===== src/sv/pbmc_pkg.sv =====
// shared constants, types and functions of the packed base mismatch counter
package pbmc_pkg;

  localparam int CHUNK_BYTES   = 32;
  localparam int MAX_CHUNKS    = 1024;
  localparam int WORD_W        = 64;
  localparam int WORD_BYTES    = WORD_W / 8;
  localparam int VALID_W       = 6;
  localparam int SUM_W         = 13;
  localparam int TOT_W         = 3;
  localparam int LANE_CNT_W    = 3;
  localparam int PAIRS_PER_BYTE = 4;
  localparam logic [TOT_W-1:0] STOP_LIMIT = TOT_W'(2);

  // stopped count of a run of bytes, starting from a prefix of zero or one
  typedef struct packed {
    logic [TOT_W-1:0] from0;
    logic [TOT_W-1:0] from1;
  } pbmc_span_t;

  function automatic logic [TOT_W-1:0] pbmc_follow(
    input logic [TOT_W-1:0] v,
    input pbmc_span_t       r
  );
    logic [TOT_W-1:0] res;
    if (v >= STOP_LIMIT) begin
      res = v;
    end else if (v[0]) begin
      res = r.from1;
    end else begin
      res = r.from0;
    end
    return res;
  endfunction

  function automatic pbmc_span_t pbmc_join(input pbmc_span_t l, input pbmc_span_t r);
    pbmc_span_t res;
    res.from0 = pbmc_follow(l.from0, r);
    res.from1 = pbmc_follow(l.from1, r);
    return res;
  endfunction

endpackage


===== src/sv/pbmc_ifs.sv =====
// word channels of the packed base mismatch counter

interface pbmc_in_if;
  logic                          valid;
  logic                          ready;
  logic [pbmc_pkg::WORD_W-1:0]   first_a_word0;
  logic [pbmc_pkg::WORD_W-1:0]   first_a_word1;
  logic [pbmc_pkg::WORD_W-1:0]   first_a_word2;
  logic [pbmc_pkg::WORD_W-1:0]   first_a_word3;
  logic [pbmc_pkg::WORD_W-1:0]   second_b_word0;
  logic [pbmc_pkg::WORD_W-1:0]   second_b_word1;
  logic [pbmc_pkg::WORD_W-1:0]   second_b_word2;
  logic [pbmc_pkg::WORD_W-1:0]   second_b_word3;
  logic [pbmc_pkg::VALID_W-1:0]  valid_bytes;
  logic                          last_chunk;

  modport source (
    output valid, first_a_word0, first_a_word1, first_a_word2, first_a_word3,
           second_b_word0, second_b_word1, second_b_word2, second_b_word3,
           valid_bytes, last_chunk,
    input  ready
  );
  modport sink (
    input  valid, first_a_word0, first_a_word1, first_a_word2, first_a_word3,
           second_b_word0, second_b_word1, second_b_word2, second_b_word3,
           valid_bytes, last_chunk,
    output ready
  );
endinterface

interface pbmc_out_if;
  logic                        valid;
  logic                        ready;
  logic [pbmc_pkg::SUM_W-1:0]  total_mismatch;
  logic                        is_duplicate;

  modport source (output valid, total_mismatch, is_duplicate, input ready);
  modport sink (input valid, total_mismatch, is_duplicate, output ready);
endinterface


===== src/sv/pbmc_lane.sv =====
// one byte lane: xor, nonzero base count and span summary
module pbmc_lane (
  input  logic [7:0]           a_byte_i,
  input  logic [7:0]           b_byte_i,
  input  logic                 en_i,
  output pbmc_pkg::pbmc_span_t span_o
);

  logic [7:0]                          diff;
  logic [pbmc_pkg::LANE_CNT_W-1:0]     cnt;

  assign diff = a_byte_i ^ b_byte_i;

  always_comb begin
    cnt = '0;
    for (int f = 0; f < pbmc_pkg::PAIRS_PER_BYTE; f++) begin
      if (diff[2*f +: 2] != 2'b00) begin
        cnt = cnt + pbmc_pkg::LANE_CNT_W'(1);
      end
    end
  end

  always_comb begin
    if (en_i) begin
      span_o.from0 = pbmc_pkg::TOT_W'(cnt);
      span_o.from1 = pbmc_pkg::TOT_W'(cnt) + pbmc_pkg::TOT_W'(1);
    end else begin
      span_o.from0 = pbmc_pkg::TOT_W'(0);
      span_o.from1 = pbmc_pkg::TOT_W'(1);
    end
  end

endmodule


===== src/sv/pbmc_merge.sv =====
// in-order merge tree of lane summaries into the stopped chunk total
module pbmc_merge (
  input  pbmc_pkg::pbmc_span_t          lanes_i [pbmc_pkg::CHUNK_BYTES],
  output logic [pbmc_pkg::TOT_W-1:0]    total_o
);

  localparam int Nodes = 2 * pbmc_pkg::CHUNK_BYTES;

  // heap order: node 1 is the root, leaves sit at CHUNK_BYTES and up
  pbmc_pkg::pbmc_span_t tree [1:Nodes-1];

  for (genvar i = 0; i < pbmc_pkg::CHUNK_BYTES; i++) begin : g_leaf
    assign tree[pbmc_pkg::CHUNK_BYTES + i] = lanes_i[i];
  end

  for (genvar n = 1; n < pbmc_pkg::CHUNK_BYTES; n++) begin : g_node
    assign tree[n] = pbmc_pkg::pbmc_join(tree[2*n], tree[2*n+1]);
  end

  assign total_o = tree[1].from0;

endmodule


===== src/sv/pbmc_accum.sv =====
// saturating running sum and result word register
module pbmc_accum #(
  parameter int MaxChunks = pbmc_pkg::MAX_CHUNKS
) (
  input  logic                          clk_i,
  input  logic                          rst_ni,
  input  logic                          in_valid_i,
  input  logic [pbmc_pkg::TOT_W-1:0]    in_total_i,
  input  logic                          in_last_i,
  output logic                          in_ready_o,
  output logic                          out_valid_o,
  input  logic                          out_ready_i,
  output logic [pbmc_pkg::SUM_W-1:0]    out_total_o,
  output logic                          out_dup_o
);

  localparam int SumMax = 5 * MaxChunks;

  logic [pbmc_pkg::SUM_W-1:0] sum_q, sum_d;
  logic [pbmc_pkg::SUM_W:0]   raw;
  logic [pbmc_pkg::SUM_W-1:0] sat;
  logic                       go;
  logic                       out_v_q, out_v_d;
  logic [pbmc_pkg::SUM_W-1:0] out_tot_q;
  logic                       out_dup_q;

  assign in_ready_o = !in_last_i || !out_v_q || out_ready_i;
  assign go         = in_valid_i && in_ready_o;

  assign raw = {1'b0, sum_q} + (pbmc_pkg::SUM_W + 1)'(in_total_i);
  assign sat = (raw > (pbmc_pkg::SUM_W + 1)'(SumMax)) ? pbmc_pkg::SUM_W'(SumMax)
                                                      : raw[pbmc_pkg::SUM_W-1:0];

  always_comb begin
    sum_d   = sum_q;
    out_v_d = out_v_q && !out_ready_i;
    if (go) begin
      if (in_last_i) begin
        sum_d   = '0;
        out_v_d = 1'b1;
      end else begin
        sum_d = sat;
      end
    end
  end

  always_ff @(posedge clk_i or negedge rst_ni) begin
    if (!rst_ni) begin
      sum_q   <= '0;
      out_v_q <= 1'b0;
    end else begin
      sum_q   <= sum_d;
      out_v_q <= out_v_d;
    end
  end

  always_ff @(posedge clk_i) begin
    if (go && in_last_i) begin
      out_tot_q <= sat;
      out_dup_q <= (sat < pbmc_pkg::SUM_W'(pbmc_pkg::STOP_LIMIT));
    end
  end

  assign out_valid_o = out_v_q;
  assign out_total_o = out_tot_q;
  assign out_dup_o   = out_dup_q;

endmodule


===== src/sv/packed_base_mismatch_counter.sv =====
// top level of the packed base mismatch counter
// Takes one 32-byte chunk pair per cycle. Thirty-two byte lanes and an in-order
// merge tree find the stopped chunk total in the cycle the word is accepted; it
// is registered, then added to the saturating running sum. A last chunk's result
// word is held in the result register after the stage register. The input stalls
// only when a last chunk waits behind a result word that has not been taken; other
// chunks keep flowing into the sum meanwhile.
module packed_base_mismatch_counter #(
  parameter int MaxChunks = pbmc_pkg::MAX_CHUNKS
) (
  input  logic        clk_i,
  input  logic        rst_ni,
  pbmc_in_if.sink     in_i,
  pbmc_out_if.source  out_o
);

  localparam int Words = pbmc_pkg::CHUNK_BYTES / pbmc_pkg::WORD_BYTES;

  logic [pbmc_pkg::WORD_W-1:0]   a_words [Words];
  logic [pbmc_pkg::WORD_W-1:0]   b_words [Words];
  pbmc_pkg::pbmc_span_t          spans   [pbmc_pkg::CHUNK_BYTES];
  logic [pbmc_pkg::TOT_W-1:0]    total;

  logic                          s1_v_q;
  logic [pbmc_pkg::TOT_W-1:0]    s1_total_q;
  logic                          s1_last_q;
  logic                          s1_ready;
  logic                          s1_load;

  assign a_words[0] = in_i.first_a_word0;
  assign a_words[1] = in_i.first_a_word1;
  assign a_words[2] = in_i.first_a_word2;
  assign a_words[3] = in_i.first_a_word3;
  assign b_words[0] = in_i.second_b_word0;
  assign b_words[1] = in_i.second_b_word1;
  assign b_words[2] = in_i.second_b_word2;
  assign b_words[3] = in_i.second_b_word3;

  for (genvar i = 0; i < pbmc_pkg::CHUNK_BYTES; i++) begin : g_lane
    pbmc_lane u_lane (
      .a_byte_i (a_words[i / pbmc_pkg::WORD_BYTES][8*(i % pbmc_pkg::WORD_BYTES) +: 8]),
      .b_byte_i (b_words[i / pbmc_pkg::WORD_BYTES][8*(i % pbmc_pkg::WORD_BYTES) +: 8]),
      .en_i     (pbmc_pkg::VALID_W'(i) < in_i.valid_bytes),
      .span_o   (spans[i])
    );
  end

  pbmc_merge u_merge (
    .lanes_i (spans),
    .total_o (total)
  );

  assign in_i.ready = !s1_v_q || s1_ready;
  assign s1_load    = in_i.valid && in_i.ready;

  always_ff @(posedge clk_i or negedge rst_ni) begin
    if (!rst_ni) begin
      s1_v_q <= 1'b0;
    end else if (in_i.ready) begin
      s1_v_q <= in_i.valid;
    end
  end

  always_ff @(posedge clk_i) begin
    if (s1_load) begin
      s1_total_q <= total;
      s1_last_q  <= in_i.last_chunk;
    end
  end

  pbmc_accum #(
    .MaxChunks (MaxChunks)
  ) u_accum (
    .clk_i       (clk_i),
    .rst_ni      (rst_ni),
    .in_valid_i  (s1_v_q),
    .in_total_i  (s1_total_q),
    .in_last_i   (s1_last_q),
    .in_ready_o  (s1_ready),
    .out_valid_o (out_o.valid),
    .out_ready_i (out_o.ready),
    .out_total_o (out_o.total_mismatch),
    .out_dup_o   (out_o.is_duplicate)
  );

endmodule

===== src/flat_wrapper.sv =====
// flat-port wrapper written by rule: the top's interface ports become plain ports
module packed_base_mismatch_counter_flat 
#(
  parameter int MaxChunks = pbmc_pkg::MAX_CHUNKS
)
  (clk_i, rst_ni, in_i_valid, in_i_first_a_word0, in_i_first_a_word1, in_i_first_a_word2, in_i_first_a_word3, in_i_second_b_word0, in_i_second_b_word1, in_i_second_b_word2, in_i_second_b_word3, in_i_valid_bytes, in_i_last_chunk, in_i_ready, out_o_valid, out_o_total_mismatch, out_o_is_duplicate, out_o_ready);
  pbmc_in_if in_i_i ();
  pbmc_out_if out_o_i ();
  input  logic clk_i;
  input  logic rst_ni;
  input wire logic [$bits(in_i_i.valid)-1:0] in_i_valid;
  input wire logic [$bits(in_i_i.first_a_word0)-1:0] in_i_first_a_word0;
  input wire logic [$bits(in_i_i.first_a_word1)-1:0] in_i_first_a_word1;
  input wire logic [$bits(in_i_i.first_a_word2)-1:0] in_i_first_a_word2;
  input wire logic [$bits(in_i_i.first_a_word3)-1:0] in_i_first_a_word3;
  input wire logic [$bits(in_i_i.second_b_word0)-1:0] in_i_second_b_word0;
  input wire logic [$bits(in_i_i.second_b_word1)-1:0] in_i_second_b_word1;
  input wire logic [$bits(in_i_i.second_b_word2)-1:0] in_i_second_b_word2;
  input wire logic [$bits(in_i_i.second_b_word3)-1:0] in_i_second_b_word3;
  input wire logic [$bits(in_i_i.valid_bytes)-1:0] in_i_valid_bytes;
  input wire logic [$bits(in_i_i.last_chunk)-1:0] in_i_last_chunk;
  output wire logic [$bits(in_i_i.ready)-1:0] in_i_ready;
  output wire logic [$bits(out_o_i.valid)-1:0] out_o_valid;
  output wire logic [$bits(out_o_i.total_mismatch)-1:0] out_o_total_mismatch;
  output wire logic [$bits(out_o_i.is_duplicate)-1:0] out_o_is_duplicate;
  input wire logic [$bits(out_o_i.ready)-1:0] out_o_ready;
  assign in_i_i.valid = in_i_valid;
  assign in_i_i.first_a_word0 = in_i_first_a_word0;
  assign in_i_i.first_a_word1 = in_i_first_a_word1;
  assign in_i_i.first_a_word2 = in_i_first_a_word2;
  assign in_i_i.first_a_word3 = in_i_first_a_word3;
  assign in_i_i.second_b_word0 = in_i_second_b_word0;
  assign in_i_i.second_b_word1 = in_i_second_b_word1;
  assign in_i_i.second_b_word2 = in_i_second_b_word2;
  assign in_i_i.second_b_word3 = in_i_second_b_word3;
  assign in_i_i.valid_bytes = in_i_valid_bytes;
  assign in_i_i.last_chunk = in_i_last_chunk;
  assign in_i_ready = in_i_i.ready;
  assign out_o_valid = out_o_i.valid;
  assign out_o_total_mismatch = out_o_i.total_mismatch;
  assign out_o_is_duplicate = out_o_i.is_duplicate;
  assign out_o_i.ready = out_o_ready;
  packed_base_mismatch_counter #(.MaxChunks(MaxChunks)) u_core (.clk_i(clk_i), .rst_ni(rst_ni), .in_i(in_i_i), .out_o(out_o_i));
endmodule

===== config.mk =====
export PLATFORM = sky130hd
export DESIGN_NAME = packed_base_mismatch_counter_flat
export DESIGN_NICKNAME = d
export VERILOG_FILES = /design/src/sv/pbmc_pkg.sv /design/src/sv/pbmc_ifs.sv /design/src/sv/pbmc_lane.sv /design/src/sv/pbmc_merge.sv /design/src/sv/pbmc_accum.sv /design/src/sv/packed_base_mismatch_counter.sv /design/src/flat_wrapper.sv
export SDC_FILE = /design/constraint.sdc
export NUM_CORES = 1
export LEC_CHECK = 0
export BUFFER_PORTS_ARGS = -buffer_cell sky130_fd_sc_hd__buf_2
export CORE_MARGIN = 3
export CORE_UTILIZATION = 30
export CTS_BUF_LIST = sky130_fd_sc_hd__clkbuf_2 sky130_fd_sc_hd__clkbuf_4 sky130_fd_sc_hd__clkbuf_8
export CTS_CLUSTER_DIAMETER = 80
export DETAILED_ROUTE_END_ITERATION = 10
export PLACE_DENSITY = 0.58
export SLEW_MARGIN = 20
export SYNTH_ARGS = -nofsm -noshare
export SYNTH_HDL_FRONTEND = slang
export SYNTH_SLANG_ARGS = --single-unit

===== constraint.sdc =====
create_clock -name clk_i -period 4.1 [get_ports clk_i]
set_input_delay 0.615 -clock clk_i [delete_from_list [all_inputs] [get_ports clk_i]]
set_output_delay 0.615 -clock clk_i [all_outputs]
set_load 0.1 [all_outputs]

# ---- Yosys cells after proc, flatten, opt, wreduce, memory -nomap -nowiden
# Cells that the tools add are included.
dict set report totals {
  out_inout_bits 16
  input_bits 523
  wordCells 676
  reg_bits 33
}
dict set report classes {
  bitwise_logic 32
  add_sub_neg 129
  magnitude_cmp 91
  reduce_logical 139
  n_mux 278
}
# op n
set ops {}
lappend ops {{$mux W3} 210}
lappend ops {{$add A3 B1 Y3 const B} 128}
lappend ops {{$reduce_bool A2 Y1} 128}
lappend ops {{$xor A8 B8 Y8} 32}
lappend ops {{$mux W6} 32}
lappend ops {{$ge A3 B2 Y1 const B} 57}
lappend ops {{$lt A5 B6 Y1 const A} 16}
lappend ops {{$lt A4 B6 Y1 const A} 8}
lappend ops {{$mux W1} 34}
lappend ops {{$mux W13} 2}
lappend ops {{$lt A3 B6 Y1 const A} 4}
lappend ops {{$add A13 B3 Y14} 1}
lappend ops {{$gt A14 B13 Y1 const B} 1}
lappend ops {{$lt A13 B2 Y1 const B} 1}
lappend ops {{$lt A1 B6 Y1 const A} 2}
lappend ops {{$lt A2 B6 Y1 const A} 2}
lappend ops {{$logic_and A1 B1 Y1} 4}
lappend ops {{$logic_not A1 Y1} 4}
lappend ops {{$logic_or A1 B1 Y1} 3}

# ---- Longest topological paths before layout
dict set report logic_depth {
  ltp_word 21
  depth_mapped 23
}

# ---- By module
# A second synthesis with hierarchy kept.
dict set report unflattened {
  cells_unflattened 2111
  hier_area_um2 15382.3
}
# mod cells_per_inst area_each_um2 seq_area_each_um2 n_inst
set by_module_without_submodules {}
lappend by_module_without_submodules {pbmc_lane 42 291.5 0.0 32}
lappend by_module_without_submodules {pbmc_merge 536 3912.5 0.0 1}
lappend by_module_without_submodules {pbmc_accum 161 1612.8 770.7 1}
lappend by_module_without_submodules {packed_base_mismatch_counter 70 528.0 145.1 1}

# ---- Worst setup path before layout
# No wires, ideal clock.
dict set report synth_timing {
  path_type {input to register}
  start {input port in_i_second_b_word1[0]}
  end {register u_core.s1_total_q[2] in the netlist's numbering (data pin)}
  arrival_ps 5241
  path_slack_ps -1401
  setup_ps 261
  path_buffers 1
  cell_stages 20
  required_ps 3839
  cell_sequence {xnor2_1 > nand2_1 > ha_1 > or3_1 > and2_1 > ha_1 > nand2_1 > o21ai_0 > ha_1 > xnor3_1 > o211ai_2 > or3_1 > and2_1 > clkbuf_1 > or3_1 > a211o_1 > or4_1 > a41oi_2 > nor2_1 > a221o_1}
}
dict set report synth_between {
  elab_chain_len 21
}
# element line_no
set synth_rtl {}
lappend synth_rtl {{start: declaration} flat_wrapper.sv:17} ;# input wire logic [$bits(in_i_i.second_b_word1)-1:0] in_i_second_b_word1;
lappend synth_rtl {{$xor A8 B8 Y8 *} pbmc_lane.sv:12} ;# assign diff = a_byte_i ^ b_byte_i;
lappend synth_rtl {{$reduce_bool A2 Y1 *} pbmc_lane.sv:17} ;# if (diff[2*f +: 2] != 2'b00) begin
lappend synth_rtl {{$mux W1 *} pbmc_lane.sv:17}
lappend synth_rtl {{$add A3 B1 Y3} pbmc_lane.sv:18} ;# cnt = cnt + pbmc_pkg::LANE_CNT_W'(1);
lappend synth_rtl {{$mux W3 *} pbmc_lane.sv:17}
lappend synth_rtl {{$add A3 B1 Y3} pbmc_lane.sv:18}
lappend synth_rtl {{$mux W3 *} pbmc_lane.sv:17}
lappend synth_rtl {{$add A3 B1 Y3} pbmc_lane.sv:18}
lappend synth_rtl {{[6 not listed]} --}
lappend synth_rtl {{$mux W3} pbmc_pkg.sv:26} ;# if (v >= STOP_LIMIT) begin
lappend synth_rtl {{$ge A3 B2 Y1 or $mux W3 (tied branches)} {pbmc_pkg.sv:26, pbmc_pkg.sv:28}}
lappend synth_rtl {{$mux W3} pbmc_pkg.sv:26}
lappend synth_rtl {{$mux W3 *} pbmc_pkg.sv:28} ;# end else if (v[0]) begin
lappend synth_rtl {{$mux W3 *} pbmc_pkg.sv:26}
lappend synth_rtl {{$ge A3 B2 Y1 or $mux W3 (tied branches)} {pbmc_pkg.sv:26, pbmc_pkg.sv:28}}
lappend synth_rtl {{$mux W3 *} pbmc_pkg.sv:26}
lappend synth_rtl {{net u_core.total (one bit)} packed_base_mismatch_counter.sv:22} ;# logic [pbmc_pkg::TOT_W-1:0] total;
lappend synth_rtl {{end signal: assignment} packed_base_mismatch_counter.sv:66} ;# s1_total_q <= total;
lappend synth_rtl {{end: declaration} packed_base_mismatch_counter.sv:25} ;# logic [pbmc_pkg::TOT_W-1:0] s1_total_q;
# Mark *: on every way through the listed nets, which the timed path passes. The rest lies on a longest branch.
# A chain may end at the register's enable or synchronous reset.

# ---- Worst setup path after layout
dict set report layout_timing {
  start {input port in_i_first_a_word1[2]}
  end {register u_core.s1_total_q[1] in the netlist's numbering (data pin)}
}
dict set report layout_between {
  elab_chain_len 19
}
# element line_no
set layout_rtl {}
lappend layout_rtl {{start: declaration} flat_wrapper.sv:13} ;# input wire logic [$bits(in_i_i.first_a_word1)-1:0] in_i_first_a_word1;
lappend layout_rtl {{$xor A8 B8 Y8 *} pbmc_lane.sv:12}
lappend layout_rtl {{$reduce_bool A2 Y1 *} pbmc_lane.sv:17}
lappend layout_rtl {{$mux W3 *} pbmc_lane.sv:17}
lappend layout_rtl {{$add A3 B1 Y3} pbmc_lane.sv:18}
lappend layout_rtl {{$mux W3 *} pbmc_lane.sv:17}
lappend layout_rtl {{$add A3 B1 Y3} pbmc_lane.sv:18}
lappend layout_rtl {{$mux W3 *} pbmc_lane.sv:17}
lappend layout_rtl {{$add A3 B1 Y3} pbmc_lane.sv:26} ;# span_o.from1 = pbmc_pkg::TOT_W'(cnt) + pbmc_pkg::TOT_W'(1);
lappend layout_rtl {{[4 not listed]} --}
lappend layout_rtl {{$mux W3} pbmc_pkg.sv:26}
lappend layout_rtl {{$ge A3 B2 Y1 or $mux W3 (tied branches)} {pbmc_pkg.sv:26, pbmc_pkg.sv:28}}
lappend layout_rtl {{$mux W3} pbmc_pkg.sv:26}
lappend layout_rtl {{$mux W3 *} pbmc_pkg.sv:28}
lappend layout_rtl {{$mux W3 *} pbmc_pkg.sv:26}
lappend layout_rtl {{$ge A3 B2 Y1 or $mux W3 (tied branches)} {pbmc_pkg.sv:26, pbmc_pkg.sv:28}}
lappend layout_rtl {{$mux W3 *} pbmc_pkg.sv:26}
lappend layout_rtl {{net u_core.total (one bit)} packed_base_mismatch_counter.sv:22}
# Marks and branches as above.

==> impl_metrics.tcl <==
set metrics [dict create \
    finalWirelength_um 54800 \
    antenna_found_initial 5 \
    portBuffers 538 \
    reg2reg_from "u_core.s1_total_q[0]" \
    maxSlewViolCount 0 \
    dieWidth_um 227.8 \
    synth_area_um2 14760 \
    ant_nets 0 \
    grt_pass1_vias 18843 \
    clockBufferDepth 2 \
    power_density_nw_per_um2 448.5 \
    clk_latency_ns 0.30 \
    finalNetCount 3760 \
    drive_gt1_share_pct 45.99 \
    cts_sinks 33 \
    hold_viol_final 0 \
    synth-edff-count 18 \
    synthToLayoutAreaGrowth_pct 64.43 \
    finalSetupViolCount 3 \
    status "finished, violations left" \
    violations "setup timing" \
    htreeDepth 2 \
    drt_iter0_markers 631 \
    fin_ws_ns -0.7844 \
    finalCriticalPeriod_ns 4.884 \
    grt_use_met2_pct 37.22 \
    fillers 4607 \
    clkTransAtPathRegs_ns 0.10 \
    clock.fmax_ghz 0.2047 \
    diodes 0 \
    grt_remaining_overflow 0 \
    grt_pass1_wl_um 86510 \
    async_flop_share_pct 45.45 \
    synthDistinctLibCells 99 \
    viasPerCell 4.958 \
    num_vias 18657 \
    grtUsageTotal_pct 19.32 \
    start_util_pct 30.65 \
    tritoncts "yes" \
    wl_per_cell_um 14.56 \
    avgSynthCellArea_um2 7.400 \
    hp-class "input pin to asynchronous set/reset pin" \
    met3_usage_pct 2.158 \
    synthCells 1994 \
    crit_type "input pin to flop" \
    critPathArrivalTime_ns 4.92 \
    critPathRequiredTime_ns 4.13 \
    rows 80 \
    ir_drop_uv 195.5 \
    post-route-period-util_pct 119.1 \
    worst_pin_slew_ns 0.6871 \
    busiest_layer "met2" \
    cts-root-buf "clkbuf_8" \
    ys_ff_latch 33 \
    dieArea_um2 51880 \
    firstDrtPassIters 5 \
    timing.setup.tns_ns -2.025 \
    power.leakage_nw 11.81 \
    synth_flop_cell "edfxtp_1" \
    cts_made_buffers 5 \
    pre_cts_ws_ns -1.360 \
    r2r_cells 14 \
    synth_nets 2648 \
    core_area_um2 48150 \
    use_met1_pct 23.32 \
    r2r_end "u_core.u_accum.sum_q[5]" \
    die-height_um 227.8 \
    maxSlewHeadroom_pct 53.59 \
    gp_congestion 0.9377 \
    ff2ff_setup_slack_ns 0.43 \
    cap_violations 0 \
    drc 0 \
    rsz0062_at_grt "true" \
    ys_warn_count 0 \
    skew_ns 0.02516 \
    grt_max_degree 27 \
    setup.worst_path.end_class "flop" \
    hpwl_um 47010 \
    cp_max_fo 5 \
    ioPinCount 539 \
    cp-start-kind "input pin" \
    yosysSeqAreaShare_pct 6.207 \
]
==> logic make-up after synthesis <==
group,Yosys count,share of synthesized area [%]
flops,33,6.207
xor+xnor,399,24.73
compound gates,556,26.58
simple gates,659,22.44
mux,71,5.113
buf+inv,145,3.773
fa+ha+maj,131,11.16
==> what timing repair did <==
item                                   4_1_cts  5_1_grt
endpoints found under the hold margin        0        0
pin swaps                                   43      101
gates resized for setup                     79      186
setup endpoints to repair                    3        3
hold buffers                                 0        0
buffers inserted                            21       20
==> cells in the mapped netlist (all sizes together), types with 28 or more instances <==
cell type / n / area, um^2
mux2i: 46 / 473.0
and2: 36 / 225.2
xnor2: 246 / 2155
a21oi: 85 / 432.9
nand2: 190 / 713.2
or3: 34 / 217.7
o31ai: 36 / 270.3
ha: 130 / 1627
inv: 112 / 420.4
o21ai: 134 / 670.6
nand3: 28 / 140.1
nor3: 54 / 281.5
a21boi: 28 / 210.2
nor2: 154 / 583.1
xor2: 142 / 1244
==> where the power goes <==
group	switching (mW)	total, mW	internal [mW]
clock	0.137	0.324	0.187
combinational	4.89	10.1	5.20
sequential	0.0410	0.474	0.433
total	5.07	10.9	5.82
==> how the worst max path moves through the flow <==
stage | start | endpoint | slack, ns | depth (start not counted)
finish | in_i_first_a_word1[2] | u_core.s1_total_q[1] | -0.78 | 23
global route | in_i_second_b_word1[0] | u_core.s1_total_q[1] | -0.89 | 23
CTS | in_i_first_a_word1[1] | u_core.s1_total_q[2] | -0.78 | 22
detailed placement | in_i_second_b_word3[32] | u_core.s1_total_q[1] | -1.36 | 20
global placement | in_i_second_b_word3[33] | u_core.s1_total_q[1] | -1.23 | 20
floorplan | in_i_second_b_word1[3] | u_core.s1_total_q[1] | -0.95 | 20
==> layout make-up <==
class	count	area, um^2	area share, %
Inverter	112	420.4	1.733
Multi-Input combinational cell	1816	14710	60.62
Clock inverter	2	33.78	0.1392
Clock buffer	6	76.32	0.3146
Tap cell	656	820.8	3.383
Sequential cell	33	915.9	3.775
Timing Repair Buffer	1138	7288	30.04
==> layer usage <==
metal / up-vias / part of all wire [%]
met1: 8673 / 43
li1: 9508 / -
met3: 46 / 4.2
met4: 10 / 1.2
met5: - / 0.10
met2: 420 / 52
==> sequential cells by signal, summed over array words and instances, names as in the netlist <==
signal,count
u_core.u_accum.out_total_o,13
u_core.u_accum.out_dup_o,1
u_core.u_accum.sum_q,13
u_core.s1_last_q,1
u_core.u_accum.out_valid_o,1
u_core.s1_v_q,1
u_core.s1_total_q,3
==> critical path, cell delays in order <==
cell and delay [ns]:
buf_6 0.10, xnor2_2 0.15, nand2_2 0.09, ha_4 0.25
or3_4 0.36, and2_4 0.18, ha_4 0.26, nand2_2 0.05
o21ai_2 0.09, ha_4 0.16, xnor3_2 0.29, o211ai_4 0.24
buf_6 0.14, buf_6 0.10, o31ai_4 0.06, buf_6 0.14
o41ai_4 0.46, nor2_1 0.09, a211o_1 0.24, and3_4 0.16
a32oi_4 0.26, nor2b_4 0.07, a221o_1 0.36
==> metrics by stage <==
step / cells / power (mW) / utilization [%] / hold WS, ns / instance area [um^2]
floorplan: 1994 / 5.615 / - / 0.3194 / 14850
global placement: 3714 / 9.029 / 46.60 / 0.4806 / 22440
detailed placement: 3714 / 9.213 / 46.60 / 0.4954 / 22440
CTS: 3743 / 10.02 / 47.95 / 0.2396 / 23090
global route: 3763 / 11.82 / 50.39 / 0.2409 / 24260
finish: 3763 / 10.88 / 50.39 / 0.2232 / 24260
==> layout by cell type (no fill, tap or decap), types with 20 or more instances in the layout <==
cell type / n
buf_4: 589
buf_2: 532
xnor2_1: 208
nand2_1: 176
nor2_1: 145
xor2_1: 140
inv_1: 112
o21ai_0: 110
ha_1: 109
a21oi_1: 74
nor3_1: 42
xnor2_2: 37
mux2i_1: 37
o31ai_1: 30
and2_1: 28
nand3_1: 27
nand2b_1: 22
a21o_1: 22
or2_2: 21
or3_1: 21
a211oi_1: 21
o211ai_1: 21
o21a_1: 20
mux2_2: 20
nand4_1: 20
(Power assumes the default switching activity.)
